--- config.mk ---
export PLATFORM = sky130hd
export DESIGN_NAME = prime_filter_every_second_unit
export DESIGN_NICKNAME = d
export VERILOG_FILES = /design/src/design/pfes_pkg.sv /design/src/design/pfes_dp.sv /design/src/design/pfes_ctrl.sv /design/src/design/prime_filter_every_second_unit.sv
export SDC_FILE = /design/constraint.sdc
export NUM_CORES = 1
export LEC_CHECK = 0
export BUFFER_PORTS_ARGS = -buffer_cell sky130_fd_sc_hd__buf_2
export CORE_MARGIN = 4
export CORE_UTILIZATION = 58
export DETAILED_ROUTE_END_ITERATION = 8
export GPL_TIMING_DRIVEN = 0
export PLACE_DENSITY = 0.76
export RECOVER_POWER = 25
export REMOVE_ABC_BUFFERS = 1
export SYNTH_ARGS = -nofsm -noshare
export SYNTH_HDL_FRONTEND = slang
export SYNTH_SLANG_ARGS = --single-unit
--- constraint.sdc ---
create_clock -name aclk -period 7.3 [get_ports aclk]
set_input_delay 0.365 -clock aclk [delete_from_list [all_inputs] [get_ports aclk]]
set_output_delay 0.365 -clock aclk [all_outputs]
set_load 0.02 [all_outputs]
--- src/design/pfes_pkg.sv ---
// Shared types and constants for the every-second-prime filter.
package pfes_pkg;

    localparam int OUT_WIDTH = 31;

    typedef enum logic [2:0] {
        ST_IDLE,
        ST_CLASSIFY,
        ST_LOOP,
        ST_DIVIDE,
        ST_TEST,
        ST_PRIME
    } state_t;

    typedef struct packed {
        logic load;          // capture input item, apply start flag
        logic init_trial;    // divisor = 3, square = 9
        logic rem_start;     // begin remainder for current divisor
        logic rem_step;      // one restoring-division bit
        logic next_divisor;  // divisor += 2
        logic commit_prime;  // flip parity, bump count when it returns to zero
        logic emit;          // load output register
    } dp_cmd_t;

    typedef struct packed {
        logic not_prime;     // negative, below 2, or even and at least 4
        logic small_prime;   // 2 or 3
        logic square_gt;     // divisor squared exceeds value
        logic rem_last;      // current step is the last remainder bit
        logic rem_zero;      // divisor divides value
        logic parity;        // odd number of primes seen so far
        logic out_free;      // output register can take a result this cycle
    } dp_status_t;

endpackage

--- src/design/pfes_dp.sv ---
// Datapath: value, trial divisor and square, bit-serial remainder, output register.
module pfes_dp #(
    parameter int VALUE_WIDTH = 32
) (
    input  logic                           aclk,
    input  logic                           aresetn,
    input  logic [VALUE_WIDTH-1:0]         s_number_value,
    input  logic                           s_start_of_list,
    input  logic                           m_ready,
    output logic                           m_valid,
    output logic [pfes_pkg::OUT_WIDTH-1:0] m_prime_value,
    output logic [pfes_pkg::OUT_WIDTH-1:0] m_emitted_count,
    input  pfes_pkg::dp_cmd_t              cmd,
    output pfes_pkg::dp_status_t           status
);

    localparam int W   = VALUE_WIDTH;
    localparam int OW  = pfes_pkg::OUT_WIDTH;
    localparam int IW  = $clog2(W);

    logic [W-1:0]  value_reg, value_next;
    logic [W-1:0]  div_reg, div_next;
    logic [W:0]    sq_reg, sq_next;
    logic [W:0]    rem_reg, rem_next;
    logic [IW-1:0] idx_reg, idx_next;
    logic          parity_reg, parity_next;
    logic [OW-1:0] count_reg, count_next;
    logic          m_valid_reg, m_valid_next;
    logic [OW-1:0] prime_reg, prime_next;
    logic [OW-1:0] emitted_reg, emitted_next;

    logic [W:0]    rem_trial;
    logic [W:0]    div_ext;
    logic [OW-1:0] value_ext;

    assign div_ext   = {1'b0, div_reg};
    assign rem_trial = {rem_reg[W-1:0], value_reg[idx_reg]};
    assign value_ext = OW'(value_reg);

    always_comb begin
        value_next   = value_reg;
        div_next     = div_reg;
        sq_next      = sq_reg;
        rem_next     = rem_reg;
        idx_next     = idx_reg;
        parity_next  = parity_reg;
        count_next   = count_reg;
        prime_next   = prime_reg;
        emitted_next = emitted_reg;
        m_valid_next = m_valid_reg & ~m_ready;

        if (cmd.load) begin
            value_next = s_number_value;
            if (s_start_of_list) begin
                parity_next = 1'b0;
                count_next  = '0;
            end
        end
        if (cmd.init_trial) begin
            div_next = W'(3);
            sq_next  = (W+1)'(9);
        end
        if (cmd.next_divisor) begin
            div_next = div_reg + W'(2);
            // (d+2)^2 = d^2 + 4d + 4
            sq_next  = sq_reg + (W+1)'({div_reg, 2'b00}) + (W+1)'(4);
        end
        if (cmd.rem_start) begin
            rem_next = '0;
            idx_next = IW'(W - 1);
        end
        if (cmd.rem_step) begin
            if (rem_trial >= div_ext) begin
                rem_next = rem_trial - div_ext;
            end else begin
                rem_next = rem_trial;
            end
            idx_next = idx_reg - IW'(1);
        end
        if (cmd.commit_prime) begin
            parity_next = ~parity_reg;
            if (parity_reg) begin
                count_next = count_reg + OW'(1);
            end
        end
        if (cmd.emit) begin
            m_valid_next = 1'b1;
            prime_next   = value_ext;
            emitted_next = count_reg + OW'(1);
        end
    end

    always_ff @(posedge aclk) begin
        if (!aresetn) begin
            parity_reg  <= 1'b0;
            count_reg   <= '0;
            m_valid_reg <= 1'b0;
        end else begin
            parity_reg  <= parity_next;
            count_reg   <= count_next;
            m_valid_reg <= m_valid_next;
        end
    end

    always_ff @(posedge aclk) begin
        value_reg   <= value_next;
        div_reg     <= div_next;
        sq_reg      <= sq_next;
        rem_reg     <= rem_next;
        idx_reg     <= idx_next;
        prime_reg   <= prime_next;
        emitted_reg <= emitted_next;
    end

    assign status.not_prime   = value_reg[W-1] || (value_reg < W'(2))
                                || ((value_reg >= W'(4)) && !value_reg[0]);
    assign status.small_prime = (value_reg == W'(2)) || (value_reg == W'(3));
    assign status.square_gt   = sq_reg > {1'b0, value_reg};
    assign status.rem_last    = (idx_reg == '0);
    assign status.rem_zero    = (rem_reg == '0);
    assign status.parity      = parity_reg;
    assign status.out_free    = !m_valid_reg || m_ready;

    assign m_valid         = m_valid_reg;
    assign m_prime_value   = prime_reg;
    assign m_emitted_count = emitted_reg;

endmodule

--- src/design/pfes_ctrl.sv ---
// Controller state machine sequencing classification, trial division and emit.
module pfes_ctrl (
    input  logic                 aclk,
    input  logic                 aresetn,
    input  logic                 s_valid,
    output logic                 s_ready,
    input  pfes_pkg::dp_status_t status,
    output pfes_pkg::dp_cmd_t    cmd
);

    pfes_pkg::state_t state_reg, state_next;

    always_comb begin
        state_next = state_reg;
        unique case (state_reg)
            pfes_pkg::ST_IDLE: begin
                if (s_valid) state_next = pfes_pkg::ST_CLASSIFY;
            end
            pfes_pkg::ST_CLASSIFY: begin
                if (status.not_prime) begin
                    state_next = pfes_pkg::ST_IDLE;
                end else if (status.small_prime) begin
                    state_next = pfes_pkg::ST_PRIME;
                end else begin
                    state_next = pfes_pkg::ST_LOOP;
                end
            end
            pfes_pkg::ST_LOOP: begin
                if (status.square_gt) begin
                    state_next = pfes_pkg::ST_PRIME;
                end else begin
                    state_next = pfes_pkg::ST_DIVIDE;
                end
            end
            pfes_pkg::ST_DIVIDE: begin
                if (status.rem_last) state_next = pfes_pkg::ST_TEST;
            end
            pfes_pkg::ST_TEST: begin
                if (status.rem_zero) begin
                    state_next = pfes_pkg::ST_IDLE;
                end else begin
                    state_next = pfes_pkg::ST_LOOP;
                end
            end
            pfes_pkg::ST_PRIME: begin
                // even-numbered prime waits for the output register to free up
                if (!status.parity || status.out_free) state_next = pfes_pkg::ST_IDLE;
            end
            default: state_next = pfes_pkg::ST_IDLE;
        endcase
    end

    always_comb begin
        cmd     = '0;
        s_ready = 1'b0;
        unique case (state_reg)
            pfes_pkg::ST_IDLE: begin
                s_ready  = 1'b1;
                cmd.load = s_valid;
            end
            pfes_pkg::ST_CLASSIFY: begin
                cmd.init_trial = !status.not_prime && !status.small_prime;
            end
            pfes_pkg::ST_LOOP: begin
                cmd.rem_start = !status.square_gt;
            end
            pfes_pkg::ST_DIVIDE: begin
                cmd.rem_step = 1'b1;
            end
            pfes_pkg::ST_TEST: begin
                cmd.next_divisor = !status.rem_zero;
            end
            pfes_pkg::ST_PRIME: begin
                if (!status.parity) begin
                    cmd.commit_prime = 1'b1;
                end else if (status.out_free) begin
                    cmd.commit_prime = 1'b1;
                    cmd.emit         = 1'b1;
                end
            end
            default: begin
                cmd = '0;
            end
        endcase
    end

    always_ff @(posedge aclk) begin
        if (!aresetn) begin
            state_reg <= pfes_pkg::ST_IDLE;
        end else begin
            state_reg <= state_next;
        end
    end

endmodule

--- src/design/prime_filter_every_second_unit.sv ---
// Top level of the every-second-prime filter: controller plus datapath.
//
// Input channel s_*: one signed integer per transfer with a start-of-list flag
// that clears the prime parity and emitted count before the value is used.
// Output channel m_*: every second prime of the list with its running count.
// Values that are negative, below 2, or composite produce no output transfer.
//
// Timing: one item at a time. After the input transfer, the CLASSIFY state
// classifies the value (sign, below 2, 2 or 3, even). Each odd trial divisor d
// then passes a square check, the one-bit-per-cycle restoring remainder unit
// over all VALUE_WIDTH bits of the value, and a zero test. A composite stops at
// its first divisor. s_ready is high only while the block is idle.
//
// The result sits in an output register, so a stalled receiver blocks only
// when a further result is ready to load; items that emit nothing keep flowing.
// Reset (aresetn low, synchronous) clears parity, count and the output valid.
module prime_filter_every_second_unit #(
    parameter int VALUE_WIDTH = 32
) (
    input  logic                           aclk,
    input  logic                           aresetn,
    input  logic                           s_valid,
    output logic                           s_ready,
    input  logic [VALUE_WIDTH-1:0]         s_number_value,
    input  logic                           s_start_of_list,
    output logic                           m_valid,
    input  logic                           m_ready,
    output logic [pfes_pkg::OUT_WIDTH-1:0] m_prime_value,
    output logic [pfes_pkg::OUT_WIDTH-1:0] m_emitted_count
);

    pfes_pkg::dp_cmd_t    cmd;
    pfes_pkg::dp_status_t status;

    pfes_ctrl u_ctrl (
        .aclk    (aclk),
        .aresetn (aresetn),
        .s_valid (s_valid),
        .s_ready (s_ready),
        .status  (status),
        .cmd     (cmd)
    );

    pfes_dp #(
        .VALUE_WIDTH (VALUE_WIDTH)
    ) u_dp (
        .aclk            (aclk),
        .aresetn         (aresetn),
        .s_number_value  (s_number_value),
        .s_start_of_list (s_start_of_list),
        .m_ready         (m_ready),
        .m_valid         (m_valid),
        .m_prime_value   (m_prime_value),
        .m_emitted_count (m_emitted_count),
        .cmd             (cmd),
        .status          (status)
    );

endmodule

Word level (Yosys, flattened, before mapping)
Index checks and enable logic that the tools add are counted.
- register bits after elaboration: 233
- input port bits: 37
- word-level logic and storage cells: 95
- add/sub/neg operators: 6
- $lt $le $gt $ge: 5
- equality and inequality tests: 10
- multiplexer cells: 37
- bitwise operators: 3
- reductions and logical operators: 23
- operator list (operator ; number):
    $mux W33 ; 5
    $mux W31 ; 4
    $eq A32 B2 Y1 const B ; 2
    $mux W32 ; 2
    $add A33 B3 Y33 const B ; 1
    $add A33 B33 Y33 ; 1
    $ge A33 B32 Y1 ; 1
    $gt A33 B32 Y1 ; 1
    $logic_not A33 Y1 ; 1
    $sub A33 B32 Y33 ; 1
    $add A32 B2 Y32 const B ; 1
    $ge A32 B3 Y1 const B ; 1
    $lt A32 B2 Y1 const B ; 1
    $add A31 B1 Y31 const B ; 1
    $mux W3 ; 6
    $pmux W3 S6 ; 1
    $mux W1 ; 13
    $mux W5 ; 2
    $reduce_bool A2 Y1 ; 4
    $logic_not A1 Y1 ; 7
    $eq A3 B2 Y1 const B ; 2
    $eq A3 B3 Y1 const B ; 2
    $lt A5 B6 Y1 const B ; 1
    $mux W2 ; 3
    13 further kinds ; 20

Longest topological paths before layout
- word-level depth: 8
- depth in mapped cells: 19
- gate-level depth less buffers: 17

Cells and area by module
A second synthesis with hierarchy kept.
- cell total of the unflattened synthesis: 1311
- area, all modules: 13995.9 µm²
- modules (own cells, without submodules) (module ; times used ; cells an instance ; area each (µm²)):
    pfes_dp ; 1 ; 1278 ; 13740.7
    pfes_ctrl ; 1 ; 33 ; 255.2

Worst setup path after synthesis
OpenSTA, ideal clock, no wires.
- path kind: reg-to-reg
- start point: reg u_ctrl.state_reg[0]
- end point: reg u_ctrl.state_reg[1]
- arrival: 6035 ps
- path slack: 1178 ps
- stages on the path, launching flop included: 8
- path buffers: 1
- period minus slack after synthesis: 6122 ps
- cells stage by stage: dfxtp_1 clkbuf_1 inv_1 nor4_1 nand2_1 o21ai_0 o21ai_0 o31ai_1
- longest elaborated chain between the ends: 3
- RTL lines (element ; line ; source):
    from (decl) ; pfes_ctrl.sv:11 ; pfes_pkg::state_t state_reg, state_next;
    from (signal assigned) ; pfes_ctrl.sv:89 ; state_reg <= pfes_pkg::ST_IDLE;
    from (signal assigned) ; pfes_ctrl.sv:91 ; state_reg <= state_next;
    $eq A3 B3 Y1, or another cell as far along ; pfes_ctrl.sv:15 ; unique case (state_reg)
    $ne A2 B1 Y1 (no line) or $ne A2 B2 Y1 (tied branches) ; - ;
    $reduce_and A3 Y1 (no line) ; - ;
Parallel ways exist; a longest one is shown, timed or not.
A chain may end at the register's enable or synchronous reset.

Worst setup path in the final report
- start point: reg u_dp.idx_reg[2]
- end point: reg u_dp.rem_reg[30] (data pin)
- longest elaborated chain between the ends: 5
- RTL lines (element ; line ; source):
    from (decl) ; pfes_dp.sv:25 ; logic [IW-1:0] idx_reg, idx_next;
    from (signal assigned) ; pfes_dp.sv:110 ; idx_reg <= idx_next;
    $bmux W1 S5 * ; pfes_dp.sv:37 ; assign rem_trial = {rem_reg[W-1:0], value_reg[idx_reg]};
    $mux W1 (not written as such) * ; pfes_dp.sv:37 ;
    $sub A33 B32 Y33 or $ge A33 B32 Y1 (tied branches) ; pfes_dp.sv:74, pfes_dp.sv:73 ;
    $mux W33 * ; pfes_dp.sv:73 ; if (rem_trial >= div_ext) begin
    $mux W33 * ; pfes_dp.sv:72 ; if (cmd.rem_step) begin
    to (signal assigned) ; pfes_dp.sv:109 ; rem_reg <= rem_next;
    to (decl) ; pfes_dp.sv:24 ; logic [W:0] rem_reg, rem_next;
Mark *: on every way between the ends. The rest lies on a longest branch, timed or not. The select of a mux whose other input is x is not followed.

==> run_results.csv <==
group,metric,value,unit
layout,layout_commonest_cell,"edfxtp_1",
sta,rsz0062_at_grt,"false",
status,status,"completed",
logic_synthesis,ys_ff_latch,229,
sta,fin_crit,5.068,ns
sta,fmax,197.3,MHz
clocking,h-tree-depth,1,
clocking,tritoncts,"yes",
logic_synthesis,yosys.area_share.simple,17.37,%
power,comb_power_share,8.3,%
setup_path,crit_fanout,34,
drt,ant_nets,0,
floorplan,die-area,0.02670,sq mm
global_route,grtUsageTotal,24.22,%
drt,remaining_drc_errors,0,
layout,multi_input_area,0.007005,sq mm
floorplan,die_w,163.4,microns
layout,area_delta_synth_final,13.80,%
clocking,cts_max_path_buffers,3,
placed_design,place_congestion,0.9217,
logic_synthesis,synth-seq-area-share,46.51,%
sta,slew_viol_final,0,
global_route,grt_pass1_wl,52430,microns
logic_synthesis,synth_area_per_cell,10.18,sq um
global_route,grt_overflow,0,
placed_design,dpl.hpwl,22740,microns
layout,regArea,0.006516,sq mm
global_route,grt_max_degree,57,
sta,slew_headroom,13.36,%
power,leakage,0.006111,uW
power,vdd_drop_max,0.0001843,V
drt,wl,32890,microns
floorplan,core_area,0.02361,sq mm
logic_synthesis,synth_top_cell_by_area,"edfxtp_1",
placed_design,dp_cells,1762,
logic_synthesis,ys_top_cells_by_area,"edfxtp_1 41%, ha_1 11%, dfxtp_1 5.1%, xnor2_1 4.4%, nand2_1 3.3%",
setup_path,critPathRequiredTime,7.64,ns
logic_synthesis,muxShareOfSynthArea,0.9110,%
logic_synthesis,netlist_area,0.01401,sq mm
layout,layout_common_cells,"193 x edfxtp_1, 124 x nand2_1, 123 x nor2_1",
logic_synthesis,yosys_warnings,0,
setup_path,critical_path_class,"reg -> reg",
setup_path,crit_path_end_kind,"register",
power,p_sw_share,24.32,%
sta,setup_tns,0,ns
logic_synthesis,synth_top_family_by_area,"simple AND/OR/NAND/NOR gates",
layout,largest_reg_flops,33,
drt,drtIter0Drc,916,
floorplan,ios,101,
layout,fin_util,67.52,%
layout,instances_no_fill,1837,
clocking,numCtsBuffers,25,
logic_synthesis,syn_inst,1376,
sta,fin_crit_sh,69.42,%
logic_synthesis,synth_edf_count,193,
power,power_density,187.2,mW/mm^2
logic_synthesis,synth.top_cell.area_share,41.37,%
layout,fill_cells,1784,
layout,drive_gt1_share,7.378,%
global_route,grt_pass1_vias,10380,
floorplan,fp.dieH,163.4,microns
logic_synthesis,post_synth_num_cell_types,73,
drt,post_drt_wl_per_cell,17.90,microns
logic_synthesis,ys.flop_type,"edfxtp_1",
logic_synthesis,synthArstFlopShare,0,%
power,clkPwrFrac,42.5,%
floorplan,num_rows,56,
clocking,root_buffer,"clkbuf_16",
clocking,clock_latency,0.56,ns
logic_synthesis,synth_compound_area_share,13.96,%
power,power_switching,725.8,uW
layout,nNetsFinal,1660,
worst_hold_path,hp-class,"in -> reg",
setup_path,critPathLaunchType,"register",
sta,skew,0.03457,ns
floorplan,initial_core_util,59.33,%
placed_design,io_buffers,100,
clocking,cts.clk_slew.worst_paths,0.07,ns
sta,report.final.hold_viol_count,0,
global_route,antenna_found_initial,0,
flow_run,max_cap_viol_count,0,
sta,worst_slew_pin_slew,1.296,ns
logic_synthesis,synth_fa_ha_area_share,11.09,%
drt,avgViaCountPerCell,5.951,
layout,n_antenna_cell,0,
logic_synthesis,synth_xor_xnor_area_share,6.439,%
clocking,cts.sinks,229,
power,p_int,2259,uW
sta,final-setup-viol-count,0,
setup_path,cp.arrival,5.41,ns
power,share_seq_of_total_power,49.1,%
drt,dr.pass1.iters,5,
sta,timing.hold.ws,0.04567,ns
drt,vias,10930,
==> cell usage after synthesis, drive strengths merged (3+ instances only) <==
master,count
nand3,44
a22oi,19
nor4,23
buf,12
nand2b,13
nor3,33
nand4,27
and4,5
a221oi,4
and2,16
a22o,3
xor2,33
o21bai,6
o31a,4
nor3b,6
edfxtp,193
nand3b,5
xnor2,70
nand4b,3
and3,15
ha,121
a211oi,9
mux2i,6
nand2,124
mux4,3
inv,86
a21o,34
a21oi,84
o31ai,9
clkbuf,27
nor2,123
o2111ai,4
o211ai,8
dfxtp,36
or3,10
nor2b,41
o21a,12
o21ai,60
a31oi,5
a21boi,10
o22ai,4
==> power groups by stage <==
stage	Clock [uW]	Combinational, uW	Sequential, uW
floorplan	0	171	1480
global placement	0	219	1500
detailed placement	0	231	1490
CTS	1270	246	1470
global route	1340	277	1470
finish	1270	249	1470
==> cells by family (layout without fill, tap and decap cells) <==
kind of cell	Yosys count	in the layout
adder cells (fa/ha/maj)	123	123
AND/OR/NAND/NOR	492	492
multiplexers	9	9
XOR/XNOR	103	103
buffers and inverters	126	268
AO/OA/AOI/OAI	294	294
flip-flops	229	229
==> path summary, 6_finish.rpt <==
check,startpoint,endpoint,slack (ns),depth (start not counted)
setup / recovery,u_dp.idx_reg[2],u_dp.rem_reg[30],2.23,15
hold / removal,s_number_value[31],u_dp.value_reg[31],0.05,1
setup reg to reg,u_dp.idx_reg[2],u_dp.rem_reg[30],2.23,15
hold reg to reg,u_dp.value_reg[24],u_dp.m_prime_value[24],0.50,0
==> timing repair <==
item,in CTS,in global routing
hold endpoints to repair,29,1
hold buffers,29,1
setup buffers,0,0
gates resized for setup,0,0
==> metal layers <==
layer	vias to the layer above	GRT usage (%)	part of all wire, %
li1	5289	-	-
met1	5139	33.01	44
met2	431	40.38	46
met3	73	3.154	6.8
met4	0	8.006	3.3
met5	-	0	0
==> stage by stage <==
stage	setup WS, ns	instance area, sq um	total power (uW)
finish	2.232	15940	2985
global route	1.890	15940	3081
CTS	2.272	16010	2983
global placement	-2.071	14720	1715
detailed placement	2.356	14890	1724
floorplan	1.292	13820	1653
==> worst max-delay path, cell delays in order, from the launching register on <==
cell      delay [ns]
edfxtp_1        0.77
mux2i_1         0.16
a22oi_1         0.21
nand4b_1        0.11
a21oi_1         0.61
nor2_1          0.20
inv_1           0.14
ha_1            0.15
nand3_1         0.07
nor3_1          0.37
nand3_1         0.16
nand3_1         0.13
a21o_1          0.15
a21o_1          0.89
nand2_1         0.42
o22ai_1         0.28
==> layout make-up <==
cell class / instances / share of cell area [%]
Multi-Input combinational cell: 1021 / 43.94
Sequential cell: 229 / 40.87
Timing Repair Buffer: 136 / 5.462
Clock buffer: 26 / 3.948
Tap cell: 319 / 2.504
Inverter: 87 / 2.056
Clock inverter: 19 / 1.216
Note: power is estimated with default switching activity, not from simulation.
